## config.mk

```make
export PLATFORM = sky130hd
export DESIGN_NAME = packet_deframer_crc_check_top
export DESIGN_NICKNAME = d
export VERILOG_FILES = /design/src/pdc_pkg.sv /design/src/pdc_front.sv /design/src/pdc_queue.sv /design/src/pdc_back.sv /design/src/packet_deframer_crc_check_top.sv
export SDC_FILE = /design/constraint.sdc
export NUM_CORES = 1
export LEC_CHECK = 0
export BUFFER_PORTS_ARGS = -buffer_cell sky130_fd_sc_hd__buf_4
export CORE_MARGIN = 5
export CORE_UTILIZATION = 25
export DETAILED_ROUTE_END_ITERATION = 10
export PLACE_DENSITY = 0.51
export SYNTH_ARGS = -nofsm -noshare
export SYNTH_HDL_FRONTEND = slang
export SYNTH_SLANG_ARGS = --single-unit
```

## constraint.sdc

```tcl
create_clock -name clk_i -period 8.5 [get_ports clk_i]
set_clock_uncertainty 0.1 [all_clocks]
set_input_delay 0.425 -clock clk_i [delete_from_list [all_inputs] [get_ports clk_i]]
set_output_delay 0.425 -clock clk_i [all_outputs]
set_load 0.01 [all_outputs]
```

## src/pdc_pkg.sv

```systemverilog
// ----------------------------------------------------------------------------
// Packet deframer package
// Shared constants, types and the CRC-16 byte update.
// ----------------------------------------------------------------------------
package pdc_pkg;

  localparam int MAX_BODY_DEF = 32;
  localparam int LEN_W        = 6;
  localparam int CFG_IDX_W    = 2;
  localparam int CFG_DATA_W   = 8;

  localparam logic [CFG_IDX_W-1:0] CFG_START = 2'd0;
  localparam logic [CFG_IDX_W-1:0] CFG_END   = 2'd1;
  localparam logic [CFG_IDX_W-1:0] CFG_LIMIT = 2'd2;

  localparam logic [7:0]  START_RESET = 8'd126;
  localparam logic [7:0]  END_RESET   = 8'd127;
  localparam logic [5:0]  LIMIT_RESET = 6'd32;
  localparam logic [15:0] CRC_INIT    = 16'hFFFF;
  localparam logic [15:0] CRC_POLY    = 16'h1021;

  typedef enum logic [11:0] {
    PH_HUNT   = 12'b0000_0000_0001,
    PH_VER    = 12'b0000_0000_0010,
    PH_TYPE   = 12'b0000_0000_0100,
    PH_FLAGS  = 12'b0000_0000_1000,
    PH_REQ_HI = 12'b0000_0001_0000,
    PH_REQ_LO = 12'b0000_0010_0000,
    PH_LEN_HI = 12'b0000_0100_0000,
    PH_LEN_LO = 12'b0000_1000_0000,
    PH_BODY   = 12'b0001_0000_0000,
    PH_CRC_HI = 12'b0010_0000_0000,
    PH_CRC_LO = 12'b0100_0000_0000,
    PH_END    = 12'b1000_0000_0000
  } phase_e;

  typedef struct packed {
    logic [7:0]       version;
    logic [7:0]       pkt_kind;
    logic [7:0]       flags;
    logic [15:0]      request;
    logic [LEN_W-1:0] length;
    logic             bank;
  } desc_t;

  typedef struct packed {
    logic  valid;
    desc_t desc;
  } desc_push_t;

  function automatic logic [15:0] crc16_byte(input logic [15:0] crc, input logic [7:0] b);
    logic [15:0] c;
    c = crc ^ {b, 8'h00};
    for (int k = 0; k < 8; k++) begin
      if (c[15]) begin
        c = {c[14:0], 1'b0} ^ CRC_POLY;
      end else begin
        c = {c[14:0], 1'b0};
      end
    end
    return c;
  endfunction

endpackage

```

## src/pdc_front.sv

```systemverilog
// ----------------------------------------------------------------------------
// Packet deframer front end
// Parses the byte stream, checks the CRC and writes payload bytes to a bank.
// ----------------------------------------------------------------------------
module pdc_front #(
  parameter int MAX_BODY = pdc_pkg::MAX_BODY_DEF,
  parameter int AW       = (MAX_BODY > 1) ? $clog2(MAX_BODY) : 1
) (
  input  logic                             clk_i,
  input  logic                             rst_ni,
  input  logic                             rx_valid_i,
  input  logic [7:0]                       rx_byte_i,
  input  logic                             full_i,
  input  logic                             cfg_we_i,
  input  logic [pdc_pkg::CFG_IDX_W-1:0]    cfg_index_i,
  input  logic [pdc_pkg::CFG_DATA_W-1:0]   cfg_wdata_i,
  output logic                             wr_en_o,
  output logic [AW:0]                      wr_addr_o,
  output logic [7:0]                       wr_data_o,
  output pdc_pkg::desc_push_t              push_o
);

  pdc_pkg::phase_e phase_q, phase_d;
  logic [7:0]  start_q, end_q;
  logic [5:0]  limit_q;
  logic [7:0]  ver_q, ver_d, type_q, type_d, flags_q, flags_d;
  logic [15:0] req_q, req_d;
  logic [7:0]  len_hi_q, len_hi_d;
  logic [pdc_pkg::LEN_W-1:0] len_q, len_d, fill_q, fill_d;
  logic [15:0] crc_q, crc_d, rcrc_q, rcrc_d;
  logic        bank_q, bank_d;
  logic        accept;
  logic [15:0] len_full, eff_limit, crc_next;
  logic [pdc_pkg::LEN_W-1:0] fill_inc;

  assign accept    = rx_valid_i && !full_i;
  assign len_full  = {len_hi_q, rx_byte_i};
  assign eff_limit = (16'(limit_q) > 16'(MAX_BODY)) ? 16'(MAX_BODY) : 16'(limit_q);
  assign crc_next  = pdc_pkg::crc16_byte(crc_q, rx_byte_i);
  assign fill_inc  = fill_q + 1'b1;

  always_comb begin
    phase_d  = phase_q;
    ver_d    = ver_q;
    type_d   = type_q;
    flags_d  = flags_q;
    req_d    = req_q;
    len_hi_d = len_hi_q;
    len_d    = len_q;
    fill_d   = fill_q;
    crc_d    = crc_q;
    rcrc_d   = rcrc_q;
    bank_d   = bank_q;
    wr_en_o  = 1'b0;
    push_o   = '0;
    if (accept) begin
      case (phase_q)
        pdc_pkg::PH_HUNT: begin
          if (rx_byte_i == start_q) begin
            crc_d   = pdc_pkg::CRC_INIT;
            fill_d  = '0;
            phase_d = pdc_pkg::PH_VER;
          end
        end
        pdc_pkg::PH_VER: begin
          ver_d   = rx_byte_i;
          crc_d   = crc_next;
          phase_d = pdc_pkg::PH_TYPE;
        end
        pdc_pkg::PH_TYPE: begin
          type_d  = rx_byte_i;
          crc_d   = crc_next;
          phase_d = pdc_pkg::PH_FLAGS;
        end
        pdc_pkg::PH_FLAGS: begin
          flags_d = rx_byte_i;
          crc_d   = crc_next;
          phase_d = pdc_pkg::PH_REQ_HI;
        end
        pdc_pkg::PH_REQ_HI: begin
          req_d   = {rx_byte_i, 8'h00};
          crc_d   = crc_next;
          phase_d = pdc_pkg::PH_REQ_LO;
        end
        pdc_pkg::PH_REQ_LO: begin
          req_d   = {req_q[15:8], rx_byte_i};
          crc_d   = crc_next;
          phase_d = pdc_pkg::PH_LEN_HI;
        end
        pdc_pkg::PH_LEN_HI: begin
          len_hi_d = rx_byte_i;
          crc_d    = crc_next;
          phase_d  = pdc_pkg::PH_LEN_LO;
        end
        pdc_pkg::PH_LEN_LO: begin
          crc_d = crc_next;
          len_d = len_full[pdc_pkg::LEN_W-1:0];
          if (len_full > eff_limit) begin
            phase_d = pdc_pkg::PH_HUNT;
          end else if (len_full == 16'd0) begin
            phase_d = pdc_pkg::PH_CRC_HI;
          end else begin
            fill_d  = '0;
            phase_d = pdc_pkg::PH_BODY;
          end
        end
        pdc_pkg::PH_BODY: begin
          wr_en_o = 1'b1;
          fill_d  = fill_inc;
          crc_d   = crc_next;
          if (fill_inc >= len_q) begin
            phase_d = pdc_pkg::PH_CRC_HI;
          end
        end
        pdc_pkg::PH_CRC_HI: begin
          rcrc_d  = {rx_byte_i, 8'h00};
          phase_d = pdc_pkg::PH_CRC_LO;
        end
        pdc_pkg::PH_CRC_LO: begin
          rcrc_d  = {rcrc_q[15:8], rx_byte_i};
          phase_d = pdc_pkg::PH_END;
        end
        pdc_pkg::PH_END: begin
          phase_d = pdc_pkg::PH_HUNT;
          if (rx_byte_i == end_q && crc_q == rcrc_q) begin
            push_o.valid         = 1'b1;
            push_o.desc.version  = ver_q;
            push_o.desc.pkt_kind = type_q;
            push_o.desc.flags    = flags_q;
            push_o.desc.request  = req_q;
            push_o.desc.length   = len_q;
            push_o.desc.bank     = bank_q;
            bank_d               = !bank_q;
          end
        end
        default: begin
          phase_d = pdc_pkg::PH_HUNT;
        end
      endcase
    end
  end

  assign wr_addr_o = {bank_q, fill_q[AW-1:0]};
  assign wr_data_o = rx_byte_i;

  always_ff @(posedge clk_i or negedge rst_ni) begin
    if (!rst_ni) begin
      phase_q <= pdc_pkg::PH_HUNT;
      bank_q  <= 1'b0;
      fill_q  <= '0;
      crc_q   <= pdc_pkg::CRC_INIT;
      start_q <= pdc_pkg::START_RESET;
      end_q   <= pdc_pkg::END_RESET;
      limit_q <= pdc_pkg::LIMIT_RESET;
    end else begin
      phase_q <= phase_d;
      bank_q  <= bank_d;
      fill_q  <= fill_d;
      crc_q   <= crc_d;
      if (cfg_we_i) begin
        case (cfg_index_i)
          pdc_pkg::CFG_START: start_q <= cfg_wdata_i;
          pdc_pkg::CFG_END:   end_q   <= cfg_wdata_i;
          pdc_pkg::CFG_LIMIT: limit_q <= cfg_wdata_i[5:0];
          default: ;
        endcase
      end
    end
  end

  always_ff @(posedge clk_i) begin
    ver_q    <= ver_d;
    type_q   <= type_d;
    flags_q  <= flags_d;
    req_q    <= req_d;
    len_hi_q <= len_hi_d;
    len_q    <= len_d;
    rcrc_q   <= rcrc_d;
  end

endmodule

```

## src/pdc_queue.sv

```systemverilog
// ----------------------------------------------------------------------------
// Packet descriptor queue
// Two-entry queue of accepted packets, one entry per payload bank.
// ----------------------------------------------------------------------------
module pdc_queue (
  input  logic                clk_i,
  input  logic                rst_ni,
  input  pdc_pkg::desc_push_t push_i,
  input  logic                pop_i,
  output logic                head_valid_o,
  output pdc_pkg::desc_t      head_o,
  output logic                full_o
);

  pdc_pkg::desc_t slot_q [2];
  logic       wr_ptr_q, rd_ptr_q;
  logic [1:0] count_q;

  assign head_valid_o = (count_q != 2'd0);
  assign full_o       = (count_q == 2'd2);
  assign head_o       = slot_q[rd_ptr_q];

  always_ff @(posedge clk_i or negedge rst_ni) begin
    if (!rst_ni) begin
      wr_ptr_q <= 1'b0;
      rd_ptr_q <= 1'b0;
      count_q  <= 2'd0;
    end else begin
      if (push_i.valid) begin
        wr_ptr_q <= !wr_ptr_q;
      end
      if (pop_i) begin
        rd_ptr_q <= !rd_ptr_q;
      end
      count_q <= count_q + 2'(push_i.valid) - 2'(pop_i);
    end
  end

  always_ff @(posedge clk_i) begin
    if (push_i.valid) begin
      slot_q[wr_ptr_q] <= push_i.desc;
    end
  end

endmodule

```

## src/pdc_back.sv

```systemverilog
// ----------------------------------------------------------------------------
// Packet deframer back end
// Holds the payload banks and reads packets out as one result per byte.
// ----------------------------------------------------------------------------
module pdc_back #(
  parameter int MAX_BODY = pdc_pkg::MAX_BODY_DEF,
  parameter int AW       = (MAX_BODY > 1) ? $clog2(MAX_BODY) : 1
) (
  input  logic                           clk_i,
  input  logic                           rst_ni,
  input  logic                           wr_en_i,
  input  logic [AW:0]                    wr_addr_i,
  input  logic [7:0]                     wr_data_i,
  input  logic                           head_valid_i,
  input  pdc_pkg::desc_t                 head_i,
  output logic                           pop_o,
  output logic                           out_valid_o,
  input  logic                           out_stall_i,
  output logic [7:0]                     pkt_version_o,
  output logic [7:0]                     pkt_type_o,
  output logic [7:0]                     pkt_flags_o,
  output logic [15:0]                    request_tag_o,
  output logic [pdc_pkg::LEN_W-1:0]      body_length_o,
  output logic [4:0]                     body_index_o,
  output logic [7:0]                     body_byte_o,
  output logic                           last_of_packet_o
);

  logic [7:0] mem [2*(2**AW)];
  logic [7:0] rd_data_q;
  logic [pdc_pkg::LEN_W-1:0] idx_q;
  logic        rd_pend_q, out_valid_q;
  logic        issue, is_zero, is_last;
  logic [AW:0] rd_addr;
  pdc_pkg::desc_t pend_desc_q;
  logic [4:0]  pend_idx_q;
  logic        pend_zero_q, pend_last_q;

  assign issue   = head_valid_i && !rd_pend_q && (!out_valid_q || !out_stall_i);
  assign is_zero = (head_i.length == '0);
  assign is_last = is_zero || ((idx_q + 1'b1) == head_i.length);
  assign pop_o   = issue && is_last;
  assign rd_addr = {head_i.bank, idx_q[AW-1:0]};

  always_ff @(posedge clk_i) begin
    if (wr_en_i) begin
      mem[wr_addr_i] <= wr_data_i;
    end
    if (issue) begin
      rd_data_q   <= mem[rd_addr];
      pend_desc_q <= head_i;
      pend_idx_q  <= is_zero ? 5'd0 : idx_q[4:0];
      pend_zero_q <= is_zero;
      pend_last_q <= is_last;
    end
    if (rd_pend_q) begin
      pkt_version_o    <= pend_desc_q.version;
      pkt_type_o       <= pend_desc_q.pkt_kind;
      pkt_flags_o      <= pend_desc_q.flags;
      request_tag_o    <= pend_desc_q.request;
      body_length_o    <= pend_desc_q.length;
      body_index_o     <= pend_idx_q;
      body_byte_o      <= pend_zero_q ? 8'h00 : rd_data_q;
      last_of_packet_o <= pend_last_q;
    end
  end

  always_ff @(posedge clk_i or negedge rst_ni) begin
    if (!rst_ni) begin
      idx_q       <= '0;
      rd_pend_q   <= 1'b0;
      out_valid_q <= 1'b0;
    end else begin
      rd_pend_q <= issue;
      if (issue) begin
        idx_q <= is_last ? '0 : idx_q + 1'b1;
      end
      if (rd_pend_q) begin
        out_valid_q <= 1'b1;
      end else if (!out_stall_i) begin
        out_valid_q <= 1'b0;
      end
    end
  end

  assign out_valid_o = out_valid_q;

endmodule

```

## src/packet_deframer_crc_check_top.sv

```systemverilog
// ----------------------------------------------------------------------------
// Packet deframer with CRC-16 check, top level
// Front parser and back readout joined by a two-entry packet queue.
// ----------------------------------------------------------------------------
// Received bytes stall only while both payload banks hold packets that are
// not yet read out. An accepted packet passes the queue, the registered
// bank read and the output register; a bank read is not issued while one
// is still pending, so results are read out one byte at a time.
// Reset clears the parser, the queue and the output valid flag at once and
// restores the register defaults; the payload banks are not cleared.
module packet_deframer_crc_check_top #(
  parameter int MAX_BODY = pdc_pkg::MAX_BODY_DEF
) (
  input  logic                           clk_i,
  input  logic                           rst_ni,
  input  logic                           rx_valid_i,
  output logic                           rx_stall_o,
  input  logic [7:0]                     rx_byte_i,
  input  logic                           cfg_we_i,
  input  logic [pdc_pkg::CFG_IDX_W-1:0]  cfg_index_i,
  input  logic [pdc_pkg::CFG_DATA_W-1:0] cfg_wdata_i,
  output logic                           out_valid_o,
  input  logic                           out_stall_i,
  output logic [7:0]                     pkt_version_o,
  output logic [7:0]                     pkt_type_o,
  output logic [7:0]                     pkt_flags_o,
  output logic [15:0]                    request_tag_o,
  output logic [pdc_pkg::LEN_W-1:0]      body_length_o,
  output logic [4:0]                     body_index_o,
  output logic [7:0]                     body_byte_o,
  output logic                           last_of_packet_o
);

  localparam int AW = (MAX_BODY > 1) ? $clog2(MAX_BODY) : 1;

  logic                wr_en;
  logic [AW:0]         wr_addr;
  logic [7:0]          wr_data;
  pdc_pkg::desc_push_t push;
  pdc_pkg::desc_t      head;
  logic                head_valid, pop, full;

  assign rx_stall_o = full;

  pdc_front #(.MAX_BODY(MAX_BODY), .AW(AW)) u_front (
    .clk_i       (clk_i),
    .rst_ni      (rst_ni),
    .rx_valid_i  (rx_valid_i),
    .rx_byte_i   (rx_byte_i),
    .full_i      (full),
    .cfg_we_i    (cfg_we_i),
    .cfg_index_i (cfg_index_i),
    .cfg_wdata_i (cfg_wdata_i),
    .wr_en_o     (wr_en),
    .wr_addr_o   (wr_addr),
    .wr_data_o   (wr_data),
    .push_o      (push)
  );

  pdc_queue u_queue (
    .clk_i        (clk_i),
    .rst_ni       (rst_ni),
    .push_i       (push),
    .pop_i        (pop),
    .head_valid_o (head_valid),
    .head_o       (head),
    .full_o       (full)
  );

  pdc_back #(.MAX_BODY(MAX_BODY), .AW(AW)) u_back (
    .clk_i            (clk_i),
    .rst_ni           (rst_ni),
    .wr_en_i          (wr_en),
    .wr_addr_i        (wr_addr),
    .wr_data_i        (wr_data),
    .head_valid_i     (head_valid),
    .head_i           (head),
    .pop_o            (pop),
    .out_valid_o      (out_valid_o),
    .out_stall_i      (out_stall_i),
    .pkt_version_o    (pkt_version_o),
    .pkt_type_o       (pkt_type_o),
    .pkt_flags_o      (pkt_flags_o),
    .request_tag_o    (request_tag_o),
    .body_length_o    (body_length_o),
    .body_index_o     (body_index_o),
    .body_byte_o      (body_byte_o),
    .last_of_packet_o (last_of_packet_o)
  );

endmodule

```

==> impl_metrics.csv <==
group,metric,value,unit
synth,synth-edff-count,797,
clock_tree,cts_htree_levels,3,
clock_tree,clockRootBuffer,"sky130_fd_sc_hd__clkbuf_16",
global_routing,grt_util_all_layers,0.110,
power_and_ir_drop,power.leakage,13.4,nW
hold_path,worst_hold_path_type,"in -> reg",
global_routing,via_count_of_the_first_global_routing_pass,17889,
sta,worst_slew_pin_slew,1180,ps
placed_design,port_buffers,84,
routing,routed-via-count,17278,
sta,final_critical_period,3990,ps
power_and_ir_drop,p_per_area,287,nW/um^2
power_and_ir_drop,vdd_drop_max,0.322,mV
setup_path,critical_path.max_fanout,42,
clock_tree,ctsLongestPathBuffers,3,
sta,setup_total_negative_slack,0,ps
sta,rsz_0062_raised_after_global_routing,"no",
synth,yosys_warnings,0,
floorplan,top_level_ports,85,
setup_path,timing.critical_path.to_type,"flop",
placed_design,gp_congestion,0.765,
synth,synth_top_cell_by_area,"sky130_fd_sc_hd__edfxtp_1",
sta,relSlewSlack,0.205,
sta,final_max_slew_viol_count,0,
sta,min_period_over_period,0.470,
synth,synth_largest_type_area_fraction,0.703,
placed_design,post-place-ws,4450,ps
clock_tree,numClockSinks,866,
synth,yosysSeqAreaShare,0.755,
floorplan,die_w,379,um
routing,antenna_violating_nets_post_route,0,
synth,postSynthRegisterBits,866,
sta,fmax,0.250,GHz
finish,area_growth_syn_to_layout,16.8,%
synth,synthesis.nets,1937,
synth,synth_ff_type,"sky130_fd_sc_hd__edfxtp_1",
setup_path,worstPathRequired,8980,ps
routing,routed_wl,80300,um
clock_tree,clk_latency,660,ps
global_routing,maximum_number_of_pins_on_one_net_before_global_route_repair,119,
synth,post_synth.cell_area_avg,17.9,sq um
global_routing,globalRouteOverflowTotal,0,
routing,drtPass1Iterations,6,
floorplan,placement_row_count,135,
synth,ys_async_sr_fraction,0.0797,
clock_tree,cts_tree,"built",
sta,worst_slack,4510,ps
finish,finish.net_count,2054,
global_routing,grt_antenna_before_repair,7,
floorplan,initial_core_util,0.252,
sta,report.final.setup_viol,0,
global_routing,grt_first_pass_wirelength,119000,um
floorplan,design.die.area,144000,sq um
flow_run,cap_viol_max_count,0,
sta,report.final.hold_viol_count,0,
clock_tree,cts.clk_slew.worst_paths,60,ps
placed_design,dp.final_hpwl,50400,um
setup_path,path_class,"reg -> reg",
outcome,status,"completed",
floorplan,design.core.area,135000,sq um
clock_tree,cts_resized,0,
synth,synth.top_cells.by_area,"sky130_fd_sc_hd__edfxtp_1, sky130_fd_sc_hd__mux4_2, sky130_fd_sc_hd__mux2i_1, sky130_fd_sc_hd__dfrtp_1, sky130_fd_sc_hd__dfstp_2",
setup_path,critical_path.startpoint_type,"flop",
floorplan,fp.dieH,379,um
routing,wl_per_cell,20.8,um
setup_path,worst_ep_arrival_time,4470,ps
routing,detail_route.iter0.violations,1313,
routing,routed_via_density,4.46,
clock_tree,tritoncts.num_buffers,91,
synth,mappedNetlistArea,34000,sq um
routing,route.detailed.drc,0,
synth,synth_cell_types,65,
synth,synthCells,1898,
finish,post_route_cells_drive_above_1_share,0.204,
-- final cells by class --
type	instances	area, sq um
clock inverters	47	412
well taps	1781	2230
flip-flops and latches	866	25700
fillers	13223	95600
inverters	24	90.1
diodes	2	5.00
repair buffers	121	946
multi-input cells	911	7840
clock buffers	119	2510
-- synth_stat cells (3+ instances only) --
library cell,count
sky130_fd_sc_hd__edfxtp_1,797
sky130_fd_sc_hd__mux2i_1,137
sky130_fd_sc_hd__nor2_1,91
sky130_fd_sc_hd__and2_1,66
sky130_fd_sc_hd__mux2_2,66
sky130_fd_sc_hd__mux4_2,64
sky130_fd_sc_hd__o221ai_1,64
sky130_fd_sc_hd__nand2_1,61
sky130_fd_sc_hd__clkbuf_1,50
sky130_fd_sc_hd__xor2_1,49
sky130_fd_sc_hd__a21oi_1,41
sky130_fd_sc_hd__dfrtp_1,38
sky130_fd_sc_hd__nor2b_1,35
sky130_fd_sc_hd__o22ai_1,33
sky130_fd_sc_hd__dfstp_2,31
sky130_fd_sc_hd__buf_2,27
sky130_fd_sc_hd__xnor2_1,27
sky130_fd_sc_hd__inv_1,23
sky130_fd_sc_hd__a22oi_1,16
sky130_fd_sc_hd__ha_1,16
sky130_fd_sc_hd__o22a_1,16
sky130_fd_sc_hd__nand3_1,15
sky130_fd_sc_hd__nor4_1,15
sky130_fd_sc_hd__a21o_1,11
sky130_fd_sc_hd__buf_1,11
sky130_fd_sc_hd__nor3_1,9
sky130_fd_sc_hd__nor4b_1,7
sky130_fd_sc_hd__o21ai_0,7
sky130_fd_sc_hd__and4_1,6
sky130_fd_sc_hd__nand4_1,6
sky130_fd_sc_hd__and3_1,5
sky130_fd_sc_hd__nand2b_1,5
sky130_fd_sc_hd__a22o_1,4
sky130_fd_sc_hd__clkbuf_2,4
sky130_fd_sc_hd__nand3b_1,4
sky130_fd_sc_hd__buf_4,3
-- placed cells by master, fill, tap and decap left out, types with 16 or more instances in the layout --
cell type,count
sky130_fd_sc_hd__and2_1,65
sky130_fd_sc_hd__edfxtp_1,797
sky130_fd_sc_hd__mux2i_1,137
sky130_fd_sc_hd__a22oi_1,16
sky130_fd_sc_hd__mux4_2,64
sky130_fd_sc_hd__inv_1,22
sky130_fd_sc_hd__clkinv_1,20
sky130_fd_sc_hd__nor2b_1,34
sky130_fd_sc_hd__xnor2_1,27
sky130_fd_sc_hd__nor2_1,91
sky130_fd_sc_hd__a21oi_1,41
sky130_fd_sc_hd__o221ai_1,64
sky130_fd_sc_hd__dfrtp_1,34
sky130_fd_sc_hd__clkbuf_1,20
sky130_fd_sc_hd__ha_1,16
sky130_fd_sc_hd__o22ai_1,33
sky130_fd_sc_hd__buf_4,110
sky130_fd_sc_hd__clkbuf_16,95
sky130_fd_sc_hd__dfstp_2,31
sky130_fd_sc_hd__o22a_1,16
sky130_fd_sc_hd__nand2_1,60
sky130_fd_sc_hd__xor2_1,49
sky130_fd_sc_hd__clkinv_2,16
sky130_fd_sc_hd__mux2_2,66
-- flip-flops by register name, indices dropped and copies added (netlist names), 12 cells and up --
| signal | flops |
|---|---|
| u_queue.slot_q | 94 |
| u_front.crc_q | 16 |
| u_front.req_q | 16 |
| u_back.pend_desc_q | 46 |
| u_front.rcrc_q | 16 |
| u_front.phase_q | 12 |
| u_back.request_tag_o | 16 |
| u_back.mem | 512 |
-- what timing repair did --
action,CTS,global route
hold buffers,10,0
setup buffers,0,0
hold endpoints to repair,42,0
-- report_power, final --
group          switching (mW)  internal (mW)  total, mW  leakage, nW
Clock                    1.62           2.26       3.88         1.43
Combinational            1.26          0.899       2.16         3.67
Sequential              0.233           5.13       5.37         8.33
-- worst max-delay path: stages (launching register included) --
cell and delay (ps):
sky130_fd_sc_hd__dfrtp_4 870, sky130_fd_sc_hd__buf_4 720, sky130_fd_sc_hd__ha_1 360, sky130_fd_sc_hd__nand3_1 130
sky130_fd_sc_hd__xnor2_1 250, sky130_fd_sc_hd__xnor2_1 120, sky130_fd_sc_hd__o211a_1 200, sky130_fd_sc_hd__o21ai_0 270
sky130_fd_sc_hd__inv_1 90, sky130_fd_sc_hd__ha_1 280, sky130_fd_sc_hd__inv_1 40, sky130_fd_sc_hd__ha_1 180
sky130_fd_sc_hd__xnor2_1 170, sky130_fd_sc_hd__xnor2_1 130
-- metal layers --
layer / GRT usage / vias up / routed length [um]
met2: 0.183 / 529 / 38500
met1: 0.147 / 8916 / 35100
li1: - / 7709 / -
met3: 0.0238 / 124 / 4960
met5: 0 / - / 0
met4: 0.0309 / 0 / 1780
-- cell families (layout without fill, tap and decap cells) --
logic type	Yosys count	in the layout	synth area share
AND/OR/NAND/NOR	344	344	0.0539
buffers and inverters	121	311	0.0153
XOR/XNOR	76	76	0.0196
adder cells (fa/ha/maj)	16	16	0.00588
AO/OA/AOI/OAI	206	206	0.0449
other	0	2	0
multiplexers	269	269	0.105
flip-flops	866	866	0.755
-- final timing paths --
| path | start | endpoint | slack (ps) | cells past startpoint |
|---|---|---|---|---|
| setup / recovery | u_back.idx_q[0] | u_queue.count_q[1] | 4510 | 13 |
| hold / removal | rx_byte_i[6] | u_back.mem[27][6] | 60 | 1 |
| setup reg to reg | u_back.idx_q[0] | u_queue.count_q[1] | 4510 | 13 |
| hold reg to reg | u_back.pend_desc_q[30] | u_back.pkt_flags_o[7] | 310 | 0 |
| max in group asynchronous | rst_ni | u_back.idx_q[0] | 7050 | 3 |
| min in group asynchronous | rst_ni | u_front.start_q[5] | 220 | 2 |
-- through the flow --
stage          std cells  hold WS [ps]   util  cell area [sq um]  power (mW)
2_1_floorplan       1898          29.4      -              34000        6.82
3_3_place_gp        3693           307  0.271              36700        7.62
3_5_place_dp        3693           305  0.271              36700        7.65
4_1_cts             3869          33.9  0.294              39700        11.6
5_1_grt             3869          38.4  0.294              39700        11.9
6_report            3871          63.3  0.294              39700        11.4
Note: power is estimated with default switching activity, not from simulation.
